## src/design/mck_pkg.sv

```systemverilog
package mck_pkg;

  // Characters on one line before the line ends by itself
  localparam int LINE_LIMIT = 128;

  localparam int CHAR_W = 8;
  localparam int DUR_W  = 8;
  localparam int REG_IDX_W = 3;

  // Configuration register indexes
  localparam logic [REG_IDX_W-1:0] REG_DIT        = 3'd0;
  localparam logic [REG_IDX_W-1:0] REG_DAH        = 3'd1;
  localparam logic [REG_IDX_W-1:0] REG_SYMBOL_GAP = 3'd2;
  localparam logic [REG_IDX_W-1:0] REG_LETTER_GAP = 3'd3;
  localparam logic [REG_IDX_W-1:0] REG_WORD_GAP   = 3'd4;

  // ASCII codes of interest
  localparam logic [CHAR_W-1:0] ASCII_CR     = 8'd13;
  localparam logic [CHAR_W-1:0] ASCII_SPACE  = 8'd32;
  localparam logic [CHAR_W-1:0] ASCII_ZERO   = 8'd48;
  localparam logic [CHAR_W-1:0] ASCII_NINE   = 8'd57;
  localparam logic [CHAR_W-1:0] ASCII_LOW_A  = 8'd97;
  localparam logic [CHAR_W-1:0] ASCII_LOW_Z  = 8'd122;
  // 'a' maps to table entry 10
  localparam logic [CHAR_W-1:0] LETTER_BASE  = 8'd87;

  typedef enum logic [1:0] {
    CH_IGNORE,
    CH_CR,
    CH_SPACE,
    CH_SYMBOL
  } char_kind_t;

  // Decoded character handed to the sequencer
  typedef struct packed {
    char_kind_t  kind;
    logic [7:0]  pattern;  // marker bit, then symbols, 1 = dash
    logic [2:0]  top;      // position of the marker bit
  } char_dec_t;

  // Marker-bit pattern for '0'..'9' then 'a'..'z'
  function automatic logic [7:0] code_lookup(input logic [5:0] idx);
    logic [7:0] pat;
    unique case (idx)
      6'd0:  pat = 8'h3F;  6'd1:  pat = 8'h2F;  6'd2:  pat = 8'h27;
      6'd3:  pat = 8'h23;  6'd4:  pat = 8'h21;  6'd5:  pat = 8'h20;
      6'd6:  pat = 8'h30;  6'd7:  pat = 8'h38;  6'd8:  pat = 8'h3C;
      6'd9:  pat = 8'h3E;  6'd10: pat = 8'h05;  6'd11: pat = 8'h18;
      6'd12: pat = 8'h1A;  6'd13: pat = 8'h0C;  6'd14: pat = 8'h02;
      6'd15: pat = 8'h12;  6'd16: pat = 8'h0E;  6'd17: pat = 8'h10;
      6'd18: pat = 8'h04;  6'd19: pat = 8'h17;  6'd20: pat = 8'h0D;
      6'd21: pat = 8'h14;  6'd22: pat = 8'h07;  6'd23: pat = 8'h06;
      6'd24: pat = 8'h0F;  6'd25: pat = 8'h16;  6'd26: pat = 8'h1D;
      6'd27: pat = 8'h0A;  6'd28: pat = 8'h08;  6'd29: pat = 8'h03;
      6'd30: pat = 8'h09;  6'd31: pat = 8'h11;  6'd32: pat = 8'h0B;
      6'd33: pat = 8'h19;  6'd34: pat = 8'h1B;  6'd35: pat = 8'h1C;
      default: pat = 8'h00;
    endcase
    return pat;
  endfunction

endpackage

```

## src/design/mck_decode.sv

```systemverilog
module mck_decode (
  input  logic [mck_pkg::CHAR_W-1:0] char_code,
  output mck_pkg::char_dec_t         dec
);
  import mck_pkg::*;

  logic       is_digit;
  logic       is_letter;
  logic [7:0] idx_full;
  logic [7:0] pat;
  logic [2:0] top;

  // Classify the character
  assign is_digit  = (char_code >= ASCII_ZERO) && (char_code <= ASCII_NINE);
  assign is_letter = (char_code >= ASCII_LOW_A) && (char_code <= ASCII_LOW_Z);
  assign idx_full  = is_digit ? (char_code - ASCII_ZERO) : (char_code - LETTER_BASE);
  assign pat       = code_lookup(idx_full[5:0]);

  // Locate the marker bit (highest set bit)
  always_comb begin
    top = 3'd0;
    for (int i = 0; i < 8; i++) begin
      if (pat[i]) top = 3'(i);
    end
  end

  always_comb begin
    dec.pattern = pat;
    dec.top     = top;
    if (char_code == ASCII_CR) begin
      dec.kind = CH_CR;
    end else if (char_code == ASCII_SPACE) begin
      dec.kind = CH_SPACE;
    end else if (is_digit || is_letter) begin
      dec.kind = CH_SYMBOL;
    end else begin
      dec.kind = CH_IGNORE;
    end
  end

endmodule

```

## src/design/morse_character_keyer.sv

```systemverilog
// The first segment of a character is registered on out_* after the transaction moves
// the sequencer to S_EMIT. A character is taken in S_IDLE, and a new one only after the
//   last segment of the previous one (at most ten segments) is loaded; the sequencer walks
//   one symbol or gap per cycle while the output register is free. CR and ignored characters emit nothing.
// Reset (rst_n low, synchronous): registers to 1,3,1,3,7, word start set, line count 0.
module morse_character_keyer (
  input  logic                           clk,
  input  logic                           rst_n,
  // configuration write port
  input  logic                           cfg_we,
  input  logic [mck_pkg::REG_IDX_W-1:0]  cfg_addr,
  input  logic [7:0]                     cfg_wdata,
  // input stream
  input  logic                           in_tvalid,
  output logic                           in_tready,
  input  logic [7:0]                     in_tdata,   // [7:0] char_code
  // segment stream
  output logic                           out_tvalid,
  input  logic                           out_tready,
  output logic [15:0]                    out_tdata,  // [0] key_level, [8:1] duration
  output logic                           out_tlast   // last_segment
);
  import mck_pkg::*;

  typedef enum logic {S_IDLE, S_EMIT} state_t;

  state_t           state_r;
  logic [7:0]       dit_r, dah_r, sgap_units_r, lgap_units_r, wgap_units_r;
  logic             at_word_start_r;
  logic [7:0]       line_count_r;
  logic [7:0]       pat_r;
  logic [2:0]       bit_r;
  logic             wgap_r, lgap_r, sgap_r;
  logic             out_tvalid_r;
  logic             out_level_r;
  logic [DUR_W-1:0] out_dur_r;
  logic             out_last_r;

  char_dec_t        dec;
  logic             accept;
  logic             slot_free;
  logic [8:0]       line_inc;
  logic             sym_bit;

  mck_decode u_decode (
    .char_code (in_tdata),
    .dec       (dec)
  );

  // Zero-valued register counts as one time unit
  function automatic logic [DUR_W-1:0] len_of(input logic [7:0] v);
    return (v == 8'd0) ? 8'd1 : v;
  endfunction

  assign in_tready = (state_r == S_IDLE);
  assign accept    = in_tvalid && in_tready;
  assign slot_free = !out_tvalid_r || out_tready;
  assign line_inc  = {1'b0, line_count_r} + 9'd1;
  // Shift unit: pick the current symbol out of the pattern
  assign sym_bit   = 1'((pat_r >> bit_r) & 8'd1);

  assign out_tvalid = out_tvalid_r;
  assign out_tdata  = {7'd0, out_dur_r, out_level_r};
  assign out_tlast  = out_last_r;

  always_ff @(posedge clk) begin
    if (!rst_n) begin
      state_r         <= S_IDLE;
      dit_r           <= 8'd1;
      dah_r           <= 8'd3;
      sgap_units_r    <= 8'd1;
      lgap_units_r    <= 8'd3;
      wgap_units_r    <= 8'd7;
      at_word_start_r <= 1'b1;
      line_count_r    <= 8'd0;
      out_tvalid_r    <= 1'b0;
      wgap_r          <= 1'b0;
      lgap_r          <= 1'b0;
      sgap_r          <= 1'b0;
    end else begin
      // Take configuration writes; drop indexes beyond the list
      if (cfg_we) begin
        unique case (cfg_addr)
          REG_DIT:        dit_r        <= cfg_wdata;
          REG_DAH:        dah_r        <= cfg_wdata;
          REG_SYMBOL_GAP: sgap_units_r <= cfg_wdata;
          REG_LETTER_GAP: lgap_units_r <= cfg_wdata;
          REG_WORD_GAP:   wgap_units_r <= cfg_wdata;
          default: ;
        endcase
      end

      // Retire the held segment once taken; while emitting, the sequencer reloads it
      if (out_tvalid_r && out_tready && (state_r != S_EMIT)) out_tvalid_r <= 1'b0;

      unique case (state_r)
        S_IDLE: begin
          if (accept) begin
            unique case (dec.kind)
              CH_CR: begin
                at_word_start_r <= 1'b1;
                line_count_r    <= 8'd0;
              end
              CH_SPACE, CH_SYMBOL: begin
                // Set up the segment run
                wgap_r  <= (dec.kind == CH_SPACE);
                lgap_r  <= (dec.kind == CH_SYMBOL) && !at_word_start_r;
                sgap_r  <= 1'b0;
                pat_r   <= dec.pattern;
                bit_r   <= dec.top - 3'd1;
                state_r <= S_EMIT;
                // Count the character; end the line at the limit
                if (line_inc >= 9'(LINE_LIMIT)) begin
                  at_word_start_r <= 1'b1;
                  line_count_r    <= 8'd0;
                end else begin
                  at_word_start_r <= (dec.kind == CH_SPACE);
                  line_count_r    <= line_inc[7:0];
                end
              end
              CH_IGNORE: ;
              default: ;
            endcase
          end
        end
        S_EMIT: begin
          // Advance one segment whenever the output register is free
          if (slot_free) begin
            out_tvalid_r <= 1'b1;
            priority if (wgap_r) begin
              out_level_r <= 1'b0;
              out_dur_r   <= len_of(wgap_units_r);
              out_last_r  <= 1'b1;
              wgap_r      <= 1'b0;
              state_r     <= S_IDLE;
            end else if (lgap_r) begin
              out_level_r <= 1'b0;
              out_dur_r   <= len_of(lgap_units_r);
              out_last_r  <= 1'b0;
              lgap_r      <= 1'b0;
            end else if (sgap_r) begin
              out_level_r <= 1'b0;
              out_dur_r   <= len_of(sgap_units_r);
              out_last_r  <= 1'b0;
              sgap_r      <= 1'b0;
            end else begin
              out_level_r <= 1'b1;
              out_dur_r   <= sym_bit ? len_of(dah_r) : len_of(dit_r);
              out_last_r  <= (bit_r == 3'd0);
              if (bit_r == 3'd0) begin
                state_r <= S_IDLE;
              end else begin
                bit_r  <= bit_r - 3'd1;
                sgap_r <= 1'b1;
              end
            end
          end
        end
        default: state_r <= S_IDLE;
      endcase
    end
  end

endmodule
```

## config.mk

```make
export PLATFORM = sky130hd
export DESIGN_NAME = morse_character_keyer
export DESIGN_NICKNAME = d
export VERILOG_FILES = /design/src/design/mck_pkg.sv /design/src/design/mck_decode.sv /design/src/design/morse_character_keyer.sv
export SDC_FILE = /design/constraint.sdc
export NUM_CORES = 1
export LEC_CHECK = 0
export BUFFER_PORTS_ARGS = -buffer_cell sky130_fd_sc_hd__buf_2
export CAP_MARGIN = 5
export CORE_MARGIN = 2
export CORE_UTILIZATION = 45
export DETAILED_ROUTE_END_ITERATION = 6
export PLACE_DENSITY = 0.75
export SKIP_CTS_REPAIR_TIMING = 1
export SYNTH_ARGS = -nofsm -noshare
export SYNTH_HDL_FRONTEND = slang
export SYNTH_SLANG_ARGS = --single-unit
```

## constraint.sdc

```tcl
create_clock -name clk -period 6.2 [get_ports clk]
set_clock_uncertainty 0.1 [all_clocks]
set_input_delay 0.62 -clock clk [delete_from_list [all_inputs] [get_ports clk]]
set_output_delay 0.62 -clock clk [all_outputs]
set_load 0.02 [all_outputs]
```

==> results by group, run 1 <==
Outcome
  • Status: completed

STA
  • Setup Total Neg Slack: 0 ps
  • Worst max-slew margin expressed relative to the limit: 38.3%
  • Share of the clock period used by the worst path: 66.5%
  • Setup repair after global routing missed its margin: no
  • Max Clk Rate: 243 MHz
  • Final setup violation count: 0
  • Hold violation total from the final report: 0
  • Min cycle time layout: 4120 ps
  • Transition time at the pin with the least slew margin: 920 ps
  • Final count of pins violating max slew: 0

Setup path
  • Crit path launch type: input port
  • Kind of cell with the highest combined delay on the critical path: compound AO/OA/AOI/OAI gates
  • Arrival time worst endpoint: 4130 ps
  • Maximum fanout along the worst path: 10
  • Worst reg2reg path startpoint: bit_r[0]$_DFFE_PP_
  • Reg-to-reg slack, setup: 3370 ps
  • Most common cell type on the critical path: ha_1
  • Slowest-stage cell, CP: xnor2_1
  • Critical path class: in -> reg
  • Buf/Inv on CP: 3
  • Critical R2R Capture: out_dur_r[5]$_DFFE_PP_
  • Logic depth of the worst register-to-register path: 6
  • Slowest Stage Delay on Critical Path: 540 ps
  • CP cell instances: buf_2 > inv_1 > ha_1 > o21bai_2 > a21oi_4 > xnor2_1 > inv_1 > ha_1 > nand3_1 > o211ai_1 > a32o_1 > a31oi_1 > nor2b_1 > o31a_1 > ha_1 > xnor2_1
  • CP Capture Type: flop
  • Crit path required time: 6200 ps

Cells and area
  • Final Cell Area: 4790 µm²
  • Filler Cell Count: 933
  • Antenna fix cells: 0
  • Share of cells above drive strength 1: 13.8%
  • Synthesis-to-layout area growth: 9.09%
  • Final layout net count: 579

Power and ir drop
  • Switching share of power: 28.0%
  • Proportion of power drawn by the clock network: 35.0%
  • Maximum vdd ir drop: 0.0000962 V
  • Power density over cell area: 219 nW/µm²
  • Reg power frac: 48.7%
  • Static leakage: 1.90 nW
  • Switching Power: 295 µW
  • Internal power consumption: 756 µW
  • Share of power burned in combinational logic: 16.4%

Clock network
  • CTS tree: built
  • Clock buffers created by TritonCTS: 9
  • Max Buffers Root-to-Sink: 2
  • Num Clock Sinks: 73
  • Clock tree root driver cell: clkbuf_8
  • Clock slew seen by the registers of the worst setup and hold paths: 70 ps
  • H-tree depth reported by CTS: 3
  • Latest clock arrival within the worst-skew pair: 350 ps

Yosys
  • Cell taking the most area after synthesis: dfxtp_1
  • Most common flop cell mapped by yosys: dfxtp_1
  • Sequential-to-total area share from yosys stat: 37.6%
  • Syn. warnings: 0
  • Total standard cell area after synthesis: 4390 µm²
  • Number of enable-type register cells in the synthesized netlist: 19
  • Main area contributors after synthesis: dfxtp_1 25%, edfxtp_1 13%, nand2_1 9.8%, a21boi_0 5.6%, ha_1 5.1%
  • Post-synth cell types: 72
  • Average instance area after synthesis: 8.54 µm²
  • Share of Yosys cell area claimed by the top area cell type: 24.6%
  • Gate Count Post-Synth: 514
  • Register bit total from synthesis: 73
  • Proportion of synthesized flip-flops having asynchronous set or reset: 0%

Drt
  • Total via count after detailed routing: 3767
  • Number of iterations in the first detailed-routing pass: 5
  • Total detailed-routing wirelength: 10200 µm
  • Post-route antenna net violation count: 0
  • Number of remaining DRC errors: 0
  • Vias per inst: 5.58
  • WL per Instance: 15.2 µm
  • Violation count after the first detailed-route iteration: 273

Hold path
  • Depth of the worst hold-timing path: 2
  • End point of the worst hold path: sgap_units_r[0]$_SDFFE_PN1P_
  • Worst Hold Class: reg -> reg
  • Worst Min Path Start: sgap_units_r[0]$_SDFFE_PN1P_

Floorplan
  • Die area: 10600 µm²
  • Number of ports placed on the die boundary: 43
  • Vertical die dimension: 103 µm
  • Die span in x: 103 µm
  • Area of the core region: 9640 µm²
  • Number of core rows: 36
  • Initial cell density of the core: 45.5%

GRT
  • Maximum number of pins on one net before global-route repair: 55
  • Aggregate global routing overflow: 0
  • Wire length of the first global-routing pass: 16600 µm
  • Vias in the first global route: 3339
  • All-layer global routing usage: 20.0%
  • Antenna violations before repair: 0

Job
  • Max_cap viols: 0

Placed design
  • Placer's final routability congestion estimate: 0.878
  • HPWL Detailed: 7430 µm
  • Number of buffer cells added on primary ports: 35
  • Placed standard-cell area: 4590 µm²
## power by group through the flow
stage	Sequential, mW	Clock (mW)	Combinational, mW
2_1_floorplan	0.519	0	0.131
3_3_place_gp	0.521	0	0.165
3_5_place_dp	0.522	0	0.168
6_report	0.511	0.367	0.172
5_1_grt	0.512	0.398	0.190
4_1_cts	0.511	0.374	0.169
## tightest hold or removal path: stages (launching register included)
cell	delay (ps)
dfxtp_1	320
nand2_1	50
nand3_1	60
## cell type report
cell class	count	area (µm²)	area share (%)
Multi-Input combinational cell	406	2550	53.4
Sequential cell	73	1650	34.5
Timing Repair Buffer	35	175	3.66
Tap cell	133	166	3.48
Clock buffer	10	129	2.69
Clock inverter	6	66.3	1.38
Inverter	12	45.0	0.941
## cell families (layout without fill, tap and decap cells)
| group | Yosys count | in the layout | share of synthesized area (%) |
|---|---|---|---|
| buf+inv | 41 | 63 | 4.67 |
| xor+xnor | 5 | 5 | 0.998 |
| flops | 73 | 73 | 37.6 |
| mux | 20 | 20 | 5.05 |
| other cells | 1 | 7 | 0.0854 |
| compound gates | 133 | 133 | 21.9 |
| fa+ha+maj | 18 | 18 | 5.13 |
| simple gates | 223 | 223 | 24.6 |
## routing by layer
| metal | up-vias | global-route usage (%) | routed length, µm | part of all wire, % |
|---|---|---|---|---|
| li1 | 1877 | - | - | - |
| met1 | 1795 | 27.8 | 4920 | 48 |
| met2 | 78 | 30.9 | 4750 | 46 |
| met3 | 17 | 5.15 | 428 | 4.2 |
| met4 | 0 | 5.57 | 141 | 1.4 |
| met5 | - | 0 | 0 | 0 |
## synth_stat cells, types with 5 or more instances
cell type / instances
clkbuf_1: 16
nor2b_1: 8
nor4_1: 6
nor2_1: 18
a21boi_0: 33
and3_1: 7
nand2_1: 115
nand3_1: 19
edfxtp_1: 19
o21a_1: 5
buf_4: 9
nor3_1: 11
a31oi_1: 8
dfxtp_1: 54
a21o_1: 5
ha_1: 18
o21ai_0: 34
and2_1: 8
a21oi_1: 10
inv_1: 9
mux2i_1: 17
## flip-flops by register name, summed over array words and instances (netlist names)
signal           count
at_word_start_r      1
wgap_units_r         8
bit_r                3
sgap_units_r         8
pat_r                6
sgap_r               1
wgap_r               1
out_tvalid           1
dah_r                8
out_dur_r            8
lgap_units_r         8
out_tlast            1
line_count_r         8
state_r              1
lgap_r               1
out_level_r          1
dit_r                8
## worst max-delay path by stage
stage / from / end / slack, ps / cells past startpoint
finish: in_tdata[0] / bit_r[2]$_DFFE_PP_ / 2080 / 16
global route: in_tdata[0] / bit_r[2]$_DFFE_PP_ / 1790 / 16
CTS: in_tdata[0] / bit_r[2]$_DFFE_PP_ / 2130 / 16
detailed placement: in_tdata[0] / bit_r[2]$_DFFE_PP_ / 1740 / 16
global placement: in_tdata[0] / bit_r[2]$_DFFE_PP_ / 1840 / 15
floorplan: in_tdata[4] / bit_r[2]$_DFFE_PP_ / 2340 / 13
## per-stage QoR
stage / instances / power [mW] / util [%] / hold WS [ps] / setup slack [ps]
after global routing: 675 / 1.10 / 49.7 / 392 / 1790
after CTS: 675 / 1.05 / 49.7 / 382 / 2130
after detailed placement: 659 / 0.690 / 47.7 / 364 / 1740
after global placement: 659 / 0.687 / 47.7 / 356 / 1840
final: 675 / 1.05 / 49.7 / 383 / 2080
after floorplan: 520 / 0.650 / - / 335 / 2340
## placed cells by master, fill, tap and decap left out, types with 3 or more instances in the layout
master and n:
nand3_1 19, o211ai_1 4, nor4_1 6, nor3b_1 3, nor3_1 11, a211oi_1 4, nand4_1 4, conb_1 7
or4_1 4, o21a_1 5, clkbuf_8 9, a21boi_0 33, or3_1 3, and3b_1 3, xnor2_1 3, dfxtp_1 54
a22o_1 3, o21ai_0 34, ha_1 18, nand2_1 115, inv_1 9, and2_1 8, nor2_1 18, a21o_1 5
and3_1 7, nor2b_1 8, edfxtp_1 19, o31a_1 3, a31oi_1 8, mux2i_1 17, a21oi_1 10, buf_2 35
Note: power is estimated with default switching activity, not from simulation.
==> run 2: changes to the inputs <==
--- a/config.mk
+++ b/config.mk
@@ -5,12 +5,13 @@
 export SDC_FILE = /design/constraint.sdc
 export NUM_CORES = 1
 export LEC_CHECK = 0
+export ABC_AREA = 1
 export BUFFER_PORTS_ARGS = -buffer_cell sky130_fd_sc_hd__buf_2
 export CAP_MARGIN = 5
 export CORE_MARGIN = 2
 export CORE_UTILIZATION = 45
 export DETAILED_ROUTE_END_ITERATION = 6
-export PLACE_DENSITY = 0.75
+export PLACE_DENSITY = 0.78
 export SKIP_CTS_REPAIR_TIMING = 1
 export SYNTH_ARGS = -nofsm -noshare
 export SYNTH_HDL_FRONTEND = slang
==> constraint.sdc (replaced) <==
create_clock -name clk -period 3.5 [get_ports clk]
set_clock_uncertainty 0.1 [all_clocks]
set_input_delay 0.35 -clock clk [delete_from_list [all_inputs] [get_ports clk]]
set_output_delay 0.35 -clock clk [all_outputs]
set_load 0.02 [all_outputs]
==> run 2 against run 1 <==
  * Worst setup slack worse by 1500 ps
  * Final cell count is 12% higher
  * Area after synthesis is 1.3% lower
  * Core utilization is 1.4 points higher
  * Critical path type unchanged
  * Critical endpoint unchanged
  * Critical path depth is 6 higher
==> results by group, run 2 <==
Clock network
  • H-tree depth reported by CTS: 3 (unchanged)
  • Clock tree root driver cell: clkbuf_8 (unchanged)
  • Max Buffers Root-to-Sink: 2 (unchanged)
  • Num Clock Sinks: 73 (unchanged)
  • CTS tree: built (unchanged)
  • Clock slew seen by the registers of the worst setup and hold paths: 70 ps (about the same)
  • Clock buffers created by TritonCTS: 9 (unchanged)
  • Latest clock arrival within the worst-skew pair: 360 ps (was 350 ps)

Placed design
  • Placer's final routability congestion estimate: 0.942 (was 0.878)
  • # placed instances: 740 (was 659)
  • HPWL Detailed: 7880 µm (was 7430 µm)
  • Number of buffer cells added on primary ports: 35 (unchanged)

Drt
  • WL per Instance: 13.8 µm (was 15.2 µm)
  • Vias per inst: 5.30 (was 5.58)
  • Number of remaining DRC errors: 0 (unchanged)
  • Number of iterations in the first detailed-routing pass: 4 (was 5)
  • Total detailed-routing wirelength: 10400 µm (was 10200 µm)
  • Violation count after the first detailed-route iteration: 335 (was 273)
  • Total via count after detailed routing: 4006 (was 3767)
  • Post-route antenna net violation count: 0 (unchanged)

Cells and area
  • Share of cells above drive strength 1: 12.8% (was 13.8%)
  • Synthesis-to-layout area growth: 9.41% (was 9.09%)
  • Most common cell after layout, fill and taps aside: nand2_1 (unchanged)
  • Antenna fix cells: 0 (unchanged)
  • Top library cells by usage in the layout, fill and taps aside: 116 x nand2_1, 71 x nor2_1, 68 x inv_1, 54 x o21ai_0, 54 x dfxtp_1 (was 115 x nand2_1, 54 x dfxtp_1, 35 x buf_2, 34 x o21ai_0, 33 x a21boi_0)
  • Filler Cell Count: 909 (was 933)
  • Final layout net count: 664 (was 579)
  • Non-filler cells in the finished layout: 756 (was 675)

STA
  • Setup repair after global routing missed its margin: no (unchanged)
  • Setup Total Neg Slack: 0 ps (unchanged)
  • Final count of pins violating max slew: 0 (unchanged)
  • Transition time at the pin with the least slew margin: 810 ps (was 920 ps)
  • Min cycle time layout: 2950 ps
  • Hold violation total from the final report: 0 (unchanged)
  • Worst max-slew margin expressed relative to the limit: 45.8% (was 38.3%)
  • Max Clk Rate: 339 MHz
  • Final setup violation count: 0 (unchanged)
  • Share of the clock period used by the worst path: 84.4%

Floorplan
  • Die area: 10400 µm² (was 10600 µm²)
  • Die span in x: 102 µm (was 103 µm)
  • Number of core rows: 35 (was 36)
  • Vertical die dimension: 102 µm (was 103 µm)
  • Initial cell density of the core: 46.7% (was 45.5%)
  • Area of the core region: 9280 µm² (was 9640 µm²)
  • Number of ports placed on the die boundary: 43 (unchanged)

GRT
  • Antenna violations before repair: 0 (unchanged)
  • Top Usage Layer GRT: met2 (unchanged)
  • Vias in the first global route: 3857 (was 3339)
  • Global-route met3 utilization: 4.58% (was 5.15%)
  • All-layer global routing usage: 21.6% (was 20.0%)
  • Met1 usage: 26.5% (was 27.8%)
  • Aggregate global routing overflow: 0 (unchanged)
  • Maximum number of pins on one net before global-route repair: 33 (was 55)
  • Global Route met2 Usage: 36.3% (was 30.9%)
  • Wire length of the first global-routing pass: 17700 µm (was 16600 µm)

Yosys
  • Proportion of synthesized flip-flops having asynchronous set or reset: 0% (unchanged)
  • Total standard cell area after synthesis: 4330 µm² (was 4390 µm²)
  • Share of Yosys cell area claimed by the top area cell type: 24.9% (was 24.6%)
  • Register bit total from synthesis: 73 (unchanged)
  • Number of enable-type register cells in the synthesized netlist: 19 (unchanged)
  • Gate Count Post-Synth: 592 (was 514)
  • Average instance area after synthesis: 7.32 µm² (was 8.54 µm²)
  • Most common flop cell mapped by yosys: dfxtp_1 (unchanged)
  • Main area contributors after synthesis: dfxtp_1 25%, edfxtp_1 13%, nand2_1 10%, o21ai_0 6.2%, nor2_1 6.2% (was dfxtp_1 25%, edfxtp_1 13%, nand2_1 9.8%, a21boi_0 5.6%, ha_1 5.1%)
  • Sequential-to-total area share from yosys stat: 38.1% (was 37.6%)
  • Cell taking the most area after synthesis: dfxtp_1 (unchanged)
  • Post-synth cell types: 51 (was 72)
  • Syn. warnings: 0 (unchanged)
  • Post-synth top cells: 116 x nand2_1, 71 x nor2_1, 68 x inv_1, 54 x dfxtp_1, 54 x o21ai_0 (was 115 x nand2_1, 54 x dfxtp_1, 34 x o21ai_0, 33 x a21boi_0)
  • Leading cell type by number of instances after synthesis: nand2_1 (unchanged)

Power and ir drop
  • Maximum vdd ir drop: 0.000193 V (was 0.0000962 V)
  • Share of power burned in combinational logic: 18.4% (was 16.4%)
  • Sum of internal, switching and leakage power: 1.92 mW (was 1.05 mW)
  • Static leakage: 2.17 nW (was 1.90 nW)
  • Reg power frac: 47.9% (was 48.7%)
  • Switching share of power: 30.2% (was 28.0%)
  • Proportion of power drawn by the clock network: 33.8% (was 35.0%)
  • Internal power consumption: 1.34 mW (was 756 µW)
  • Power density over cell area: 405 nW/µm² (was 219 nW/µm²)
  • Switching Power: 581 µW (was 295 µW)

Hold path
  • Depth of the worst hold-timing path: 3 (was 2)
  • Worst Hold Class: in -> reg (was reg -> reg)

Setup path
  • Arrival time worst endpoint: 2960 ps (was 4130 ps)
  • Logic depth of the worst register-to-register path: 10 (was 6)
  • Maximum fanout along the worst path: 11 (was 10)
  • Critical path class: in -> reg (unchanged)
  • Crit path required time: 3510 ps (was 6200 ps)
  • CP Capture Type: flop (unchanged)
  • Crit path launch type: input port (unchanged)

Job
  • Max_cap viols: 0 (unchanged)

Outcome
  • Status: completed (unchanged)
## run 2: changes by cell type after synthesis, sizes merged, moves of 6 or more
cell    change
a31oi       -8
o21ai      +20
mux2i      -18
a21boi     -31
and3        -6
a21oi      +27
and2        -8
nor2       +54
nand3      +24
nand2      +14
nor2b       -8
inv        +61
## run 2: cell type report
class	count	area, µm²	area share, %
well taps	129	161	3.40
multi-input cells	426	2260	47.6
clock buffers	11	163	3.43
repair buffers	36	183	3.85
flip-flops and latches	73	1650	34.8
inverters	76	293	6.18
clock inverters	5	33.8	0.713
## run 2: cell families (layout without fill, tap and decap cells)
group	after synthesis	count (layout)	synth area share [%]
and+or+nand+nor	278	278	29.1
AOI/OAI and AO/OA	121	121	16.5
buffers and inverters	99	128	10.3
DFF	73	73	38.1
adders and majority gates	18	18	5.20
xor gates and xnor gates	2	2	0.578
other	1	7	0.0865
## run 2: worst paths after layout
| check | to | startpoint | slack, ps |
|---|---|---|---|
| worst max-delay path | bit_r[2]$_DFFE_PP_ | in_tdata[0] | 550 |
| worst min-delay path | wgap_units_r[2]$_SDFFE_PN1P_ | cfg_wdata[2] | 220 |
| worst max register to register | out_dur_r[0]$_DFFE_PP_ | bit_r[0]$_DFFE_PP_ | 1330 |
| worst min register to register | sgap_units_r[0]$_SDFFE_PN1P_ | sgap_units_r[0]$_SDFFE_PN1P_ | 370 |
## run 2: layer usage
metal  vias to the layer above  part of all wire, %
met5                         -                    0
li1                       2013                    -
met4                         0                  3.1
met2                       127                   48
met1                      1837                   44
met3                        29                  5.3
## run 2: power by group through the flow
| stage | combinational, mW | clock, mW | sequential, mW |
|---|---|---|---|
| floorplan | 0.269 | 0 | 0.934 |
| global placement | 0.340 | 0 | 0.938 |
| detailed placement | 0.348 | 0 | 0.939 |
| CTS | 0.350 | 0.658 | 0.919 |
| global route | 0.404 | 0.695 | 0.922 |
| finish | 0.353 | 0.648 | 0.920 |
## run 2: per-stage QoR
stage | area (µm²) | util, % | hold slack (ps) | worst slack [ps]
CTS | 4740 | 51.1 | 203 | 541
global route | 4740 | 51.1 | 224 | 251
floorplan | 4360 | - | 329 | 705
detailed placement | 4540 | 48.9 | 347 | 178
global placement | 4540 | 48.9 | 347 | 319
finish | 4740 | 51.1 | 215 | 547
## run 2: worst max-delay path, cell delays in order
cell and delay, ps:
buf_2 170, inv_1 120, ha_1 260, o21ai_4 200
nand2_4 100, nand2_4 160, nand2_1 70, nand2_1 190
ha_1 260, inv_1 50, nand2_1 60, nand3_1 70
nand2_1 80, nand2_1 60, a21oi_2 180, nand2_1 80
nand2_1 50, nand2_1 50, nand2_1 80, ha_1 170
nand3b_1 110, nand2_1 50
==> run 3: changes to the inputs <==
--- a/config.mk
+++ b/config.mk
@@ -11,7 +11,7 @@
 export CORE_MARGIN = 2
 export CORE_UTILIZATION = 45
 export DETAILED_ROUTE_END_ITERATION = 6
-export PLACE_DENSITY = 0.78
+export PLACE_DENSITY = 0.75
 export SKIP_CTS_REPAIR_TIMING = 1
 export SYNTH_ARGS = -nofsm -noshare
 export SYNTH_HDL_FRONTEND = slang
==> constraint.sdc (replaced) <==
create_clock -name clk -period 2.9 [get_ports clk]
set_clock_uncertainty 0.1 [all_clocks]
set_input_delay 0.29 -clock clk [delete_from_list [all_inputs] [get_ports clk]]
set_output_delay 0.29 -clock clk [all_outputs]
set_load 0.02 [all_outputs]
==> run 3 against run 2 <==
  * Die area unchanged
  * Worst hold slack worse by 59 ps
  * Non-clock buffer count up 12
  * Sequential share of layout area down 0.68 points
  * Final cell count up 1.6%
==> results by group, run 3 (same netlist as run 2, synthesis figures left out) <==
Job
  • Max_cap viols: 0 (unchanged)

STA
  • Worst max-slew margin expressed relative to the limit: 55.7% (was 45.8%)
  • Minimum setup slack in the final design: 348 ps (was 547 ps)
  • Max Clk Rate: 392 MHz
  • Share of the clock period used by the worst path: 88.0%
  • Transition time at the pin with the least slew margin: 660 ps (was 810 ps)
  • Setup repair after global routing missed its margin: no (unchanged)
  • Setup Total Neg Slack: 0 ps (unchanged)
  • Worst hold slack across all endpoints: 157 ps (was 215 ps)
  • Hold violation total from the final report: 0 (unchanged)
  • Min cycle time layout: 2550 ps
  • Final setup violation count: 0 (unchanged)
  • Final count of pins violating max slew: 0 (unchanged)

GRT
  • Global Route met2 Usage: 35.3% (was 36.3%)
  • Aggregate global routing overflow: 0 (unchanged)
  • All-layer global routing usage: 20.4% (was 21.6%)
  • Top Usage Layer GRT: met2 (unchanged)
  • Vias in the first global route: 3626 (was 3857)
  • Antenna violations before repair: 0 (unchanged)
  • Global-route met3 utilization: 3.35% (was 4.58%)
  • Wire length of the first global-routing pass: 16700 µm (was 17700 µm)
  • Met1 usage: 25.9% (was 26.5%)
  • Maximum number of pins on one net before global-route repair: 48 (was 33)

Cells and area
  • Final Cell Area: 4830 µm² (was 4740 µm²)
  • Most common cell after layout, fill and taps aside: nand2_1 (unchanged)
  • Non-filler cells in the finished layout: 768 (was 756)
  • Final layout net count: 676 (was 664)
  • Share of cells above drive strength 1: 14.2% (was 12.8%)
  • Antenna fix cells: 0 (unchanged)
  • Synthesis-to-layout area growth: 11.6% (was 9.41%)
  • Final cell utilization of the core: 52.1% (was 51.1%)
  • Filler Cell Count: 902 (was 909)
  • Top library cells by usage in the layout, fill and taps aside: 116 x nand2_1, 71 x nor2_1, 68 x inv_1, 54 x o21ai_0, 54 x dfxtp_1 (unchanged)

Setup path
  • Logic depth of the worst register-to-register path: 10 (unchanged)
  • Critical R2R Capture: out_dur_r[0]$_DFFE_PP_ (unchanged)
  • Launch point of the critical path: in_tdata[0] (unchanged)
  • Reg-to-reg slack, setup: 680 ps (was 1330 ps)
  • Worst reg2reg path startpoint: bit_r[0]$_DFFE_PP_ (unchanged)
  • Crit path launch type: input port (unchanged)
  • Critical path class: in -> reg (unchanged)
  • Maximum fanout along the worst path: 8 (was 11)
  • Arrival time worst endpoint: 2560 ps (was 2960 ps)
  • Crit path required time: 2910 ps (was 3510 ps)
  • CP Capture Type: flop (unchanged)

Placed design
  • Number of buffer cells added on primary ports: 35 (unchanged)
  • # placed instances: 752 (was 740)
  • Placer's final routability congestion estimate: 0.906 (was 0.942)
  • Placed standard-cell area: 4630 µm² (was 4540 µm²)
  • Worst setup slack after placement: -28.1 ps (was 178 ps)
  • HPWL Detailed: 7780 µm (was 7880 µm)

Drt
  • Number of iterations in the first detailed-routing pass: 6 (was 4)
  • Violation count after the first detailed-route iteration: 324 (was 335)
  • Post-route antenna net violation count: 0 (unchanged)
  • Total detailed-routing wirelength: 10200 µm (was 10400 µm)
  • WL per Instance: 13.2 µm (was 13.8 µm)
  • Number of remaining DRC errors: 0 (unchanged)
  • Vias per inst: 5.30 (about the same)
  • Total via count after detailed routing: 4071 (was 4006)

Clock network
  • H-tree depth reported by CTS: 3 (unchanged)
  • CTS tree: built (unchanged)
  • Latest clock arrival within the worst-skew pair: 350 ps (was 360 ps)
  • Clock buffers created by TritonCTS: 9 (unchanged)
  • Clock slew seen by the registers of the worst setup and hold paths: 80 ps (was 70 ps)
  • Max Buffers Root-to-Sink: 2 (unchanged)
  • Num Clock Sinks: 73 (unchanged)
  • Clock tree root driver cell: clkbuf_8 (unchanged)

Floorplan
  • Die area: 10400 µm² (unchanged)
  • Die span in x: 102 µm (unchanged)
  • Vertical die dimension: 102 µm (unchanged)
  • Number of core rows: 35 (unchanged)
  • Area of the core region: 9280 µm² (unchanged)
  • Initial cell density of the core: 46.7% (unchanged)
  • Number of ports placed on the die boundary: 43 (unchanged)

Outcome
  • Status: completed (unchanged)

Power and ir drop
  • Switching share of power: 30.1% (was 30.2%)
  • Sum of internal, switching and leakage power: 2.33 mW (was 1.92 mW)
  • Reg power frac: 47.6% (was 47.9%)
  • Proportion of power drawn by the clock network: 33.8% (about the same)
  • Internal power consumption: 1.63 mW (was 1.34 mW)
  • Power density over cell area: 483 nW/µm² (was 405 nW/µm²)
  • Share of power burned in combinational logic: 18.7% (was 18.4%)
  • Maximum vdd ir drop: 0.000197 V (was 0.000193 V)
  • Static leakage: 2.22 nW (was 2.17 nW)
  • Switching Power: 703 µW (was 581 µW)

Hold path
  • Depth of the worst hold-timing path: 3 (unchanged)
  • Worst Hold Class: in -> reg (unchanged)
  • End point of the worst hold path: lgap_units_r[1]$_SDFFE_PN1P_ (was wgap_units_r[2]$_SDFFE_PN1P_)
  • Worst Min Path Start: cfg_wdata[1] (was cfg_wdata[2])
## run 3: worst max-delay path: stages
cell	delay, ps
buf_2	110
inv_1	50
ha_1	230
o21ai_4	190
nand2_4	90
nand2_4	100
nand2_1	50
nand2_1	140
ha_1	200
inv_1	40
nand3_1	100
nand2_1	60
nand3_1	90
nand2_1	60
a21oi_2	160
nand2_1	70
nand2_1	50
nand2_1	40
nand2_1	50
nand2_1	60
ha_1	200
nand2_1	60
nand2_1	40
## run 3: layer usage
layer,up-vias,routed length (µm),part of all wire [%]
met5,-,0,0
met4,0,173,1.7
met3,15,510,5.0
met2,140,4930,49
met1,1882,4550,45
li1,2034,-,-
## run 3: worst max path at each step
stage / endpoint / slack [ps] / cells past startpoint
final: bit_r[2]$_DFFE_PP_ / 350 / 23
after global routing: bit_r[2]$_DFFE_PP_ / 50 / 23
after CTS: bit_r[2]$_DFFE_PP_ / 340 / 23
after detailed placement: bit_r[2]$_DFFE_PP_ / -30 / 23
after global placement: bit_r[2]$_DFFE_PP_ / 50 / 22
after floorplan: bit_r[1]$_DFFE_PP_ / 160 / 22
## run 3: power by group through the flow
stage                     clock network [mW]  registers [mW]  logic, mW
after global routing                   0.832            1.11      0.494
after detailed placement                   0            1.13      0.431
after CTS                              0.798            1.11      0.433
after global placement                     0            1.13      0.419
final                                  0.788            1.11      0.436
after floorplan                            0            1.13      0.325
## run 3: area by class of cell
type,count,area (µm²),area share (%)
Timing Repair Buffer,48,273,5.64
Tap cell,129,161,3.34
Sequential cell,73,1650,34.2
Clock inverter,4,33.8,0.699
Inverter,76,293,6.06
Multi-Input combinational cell,426,2260,46.7
Clock buffer,12,166,3.44
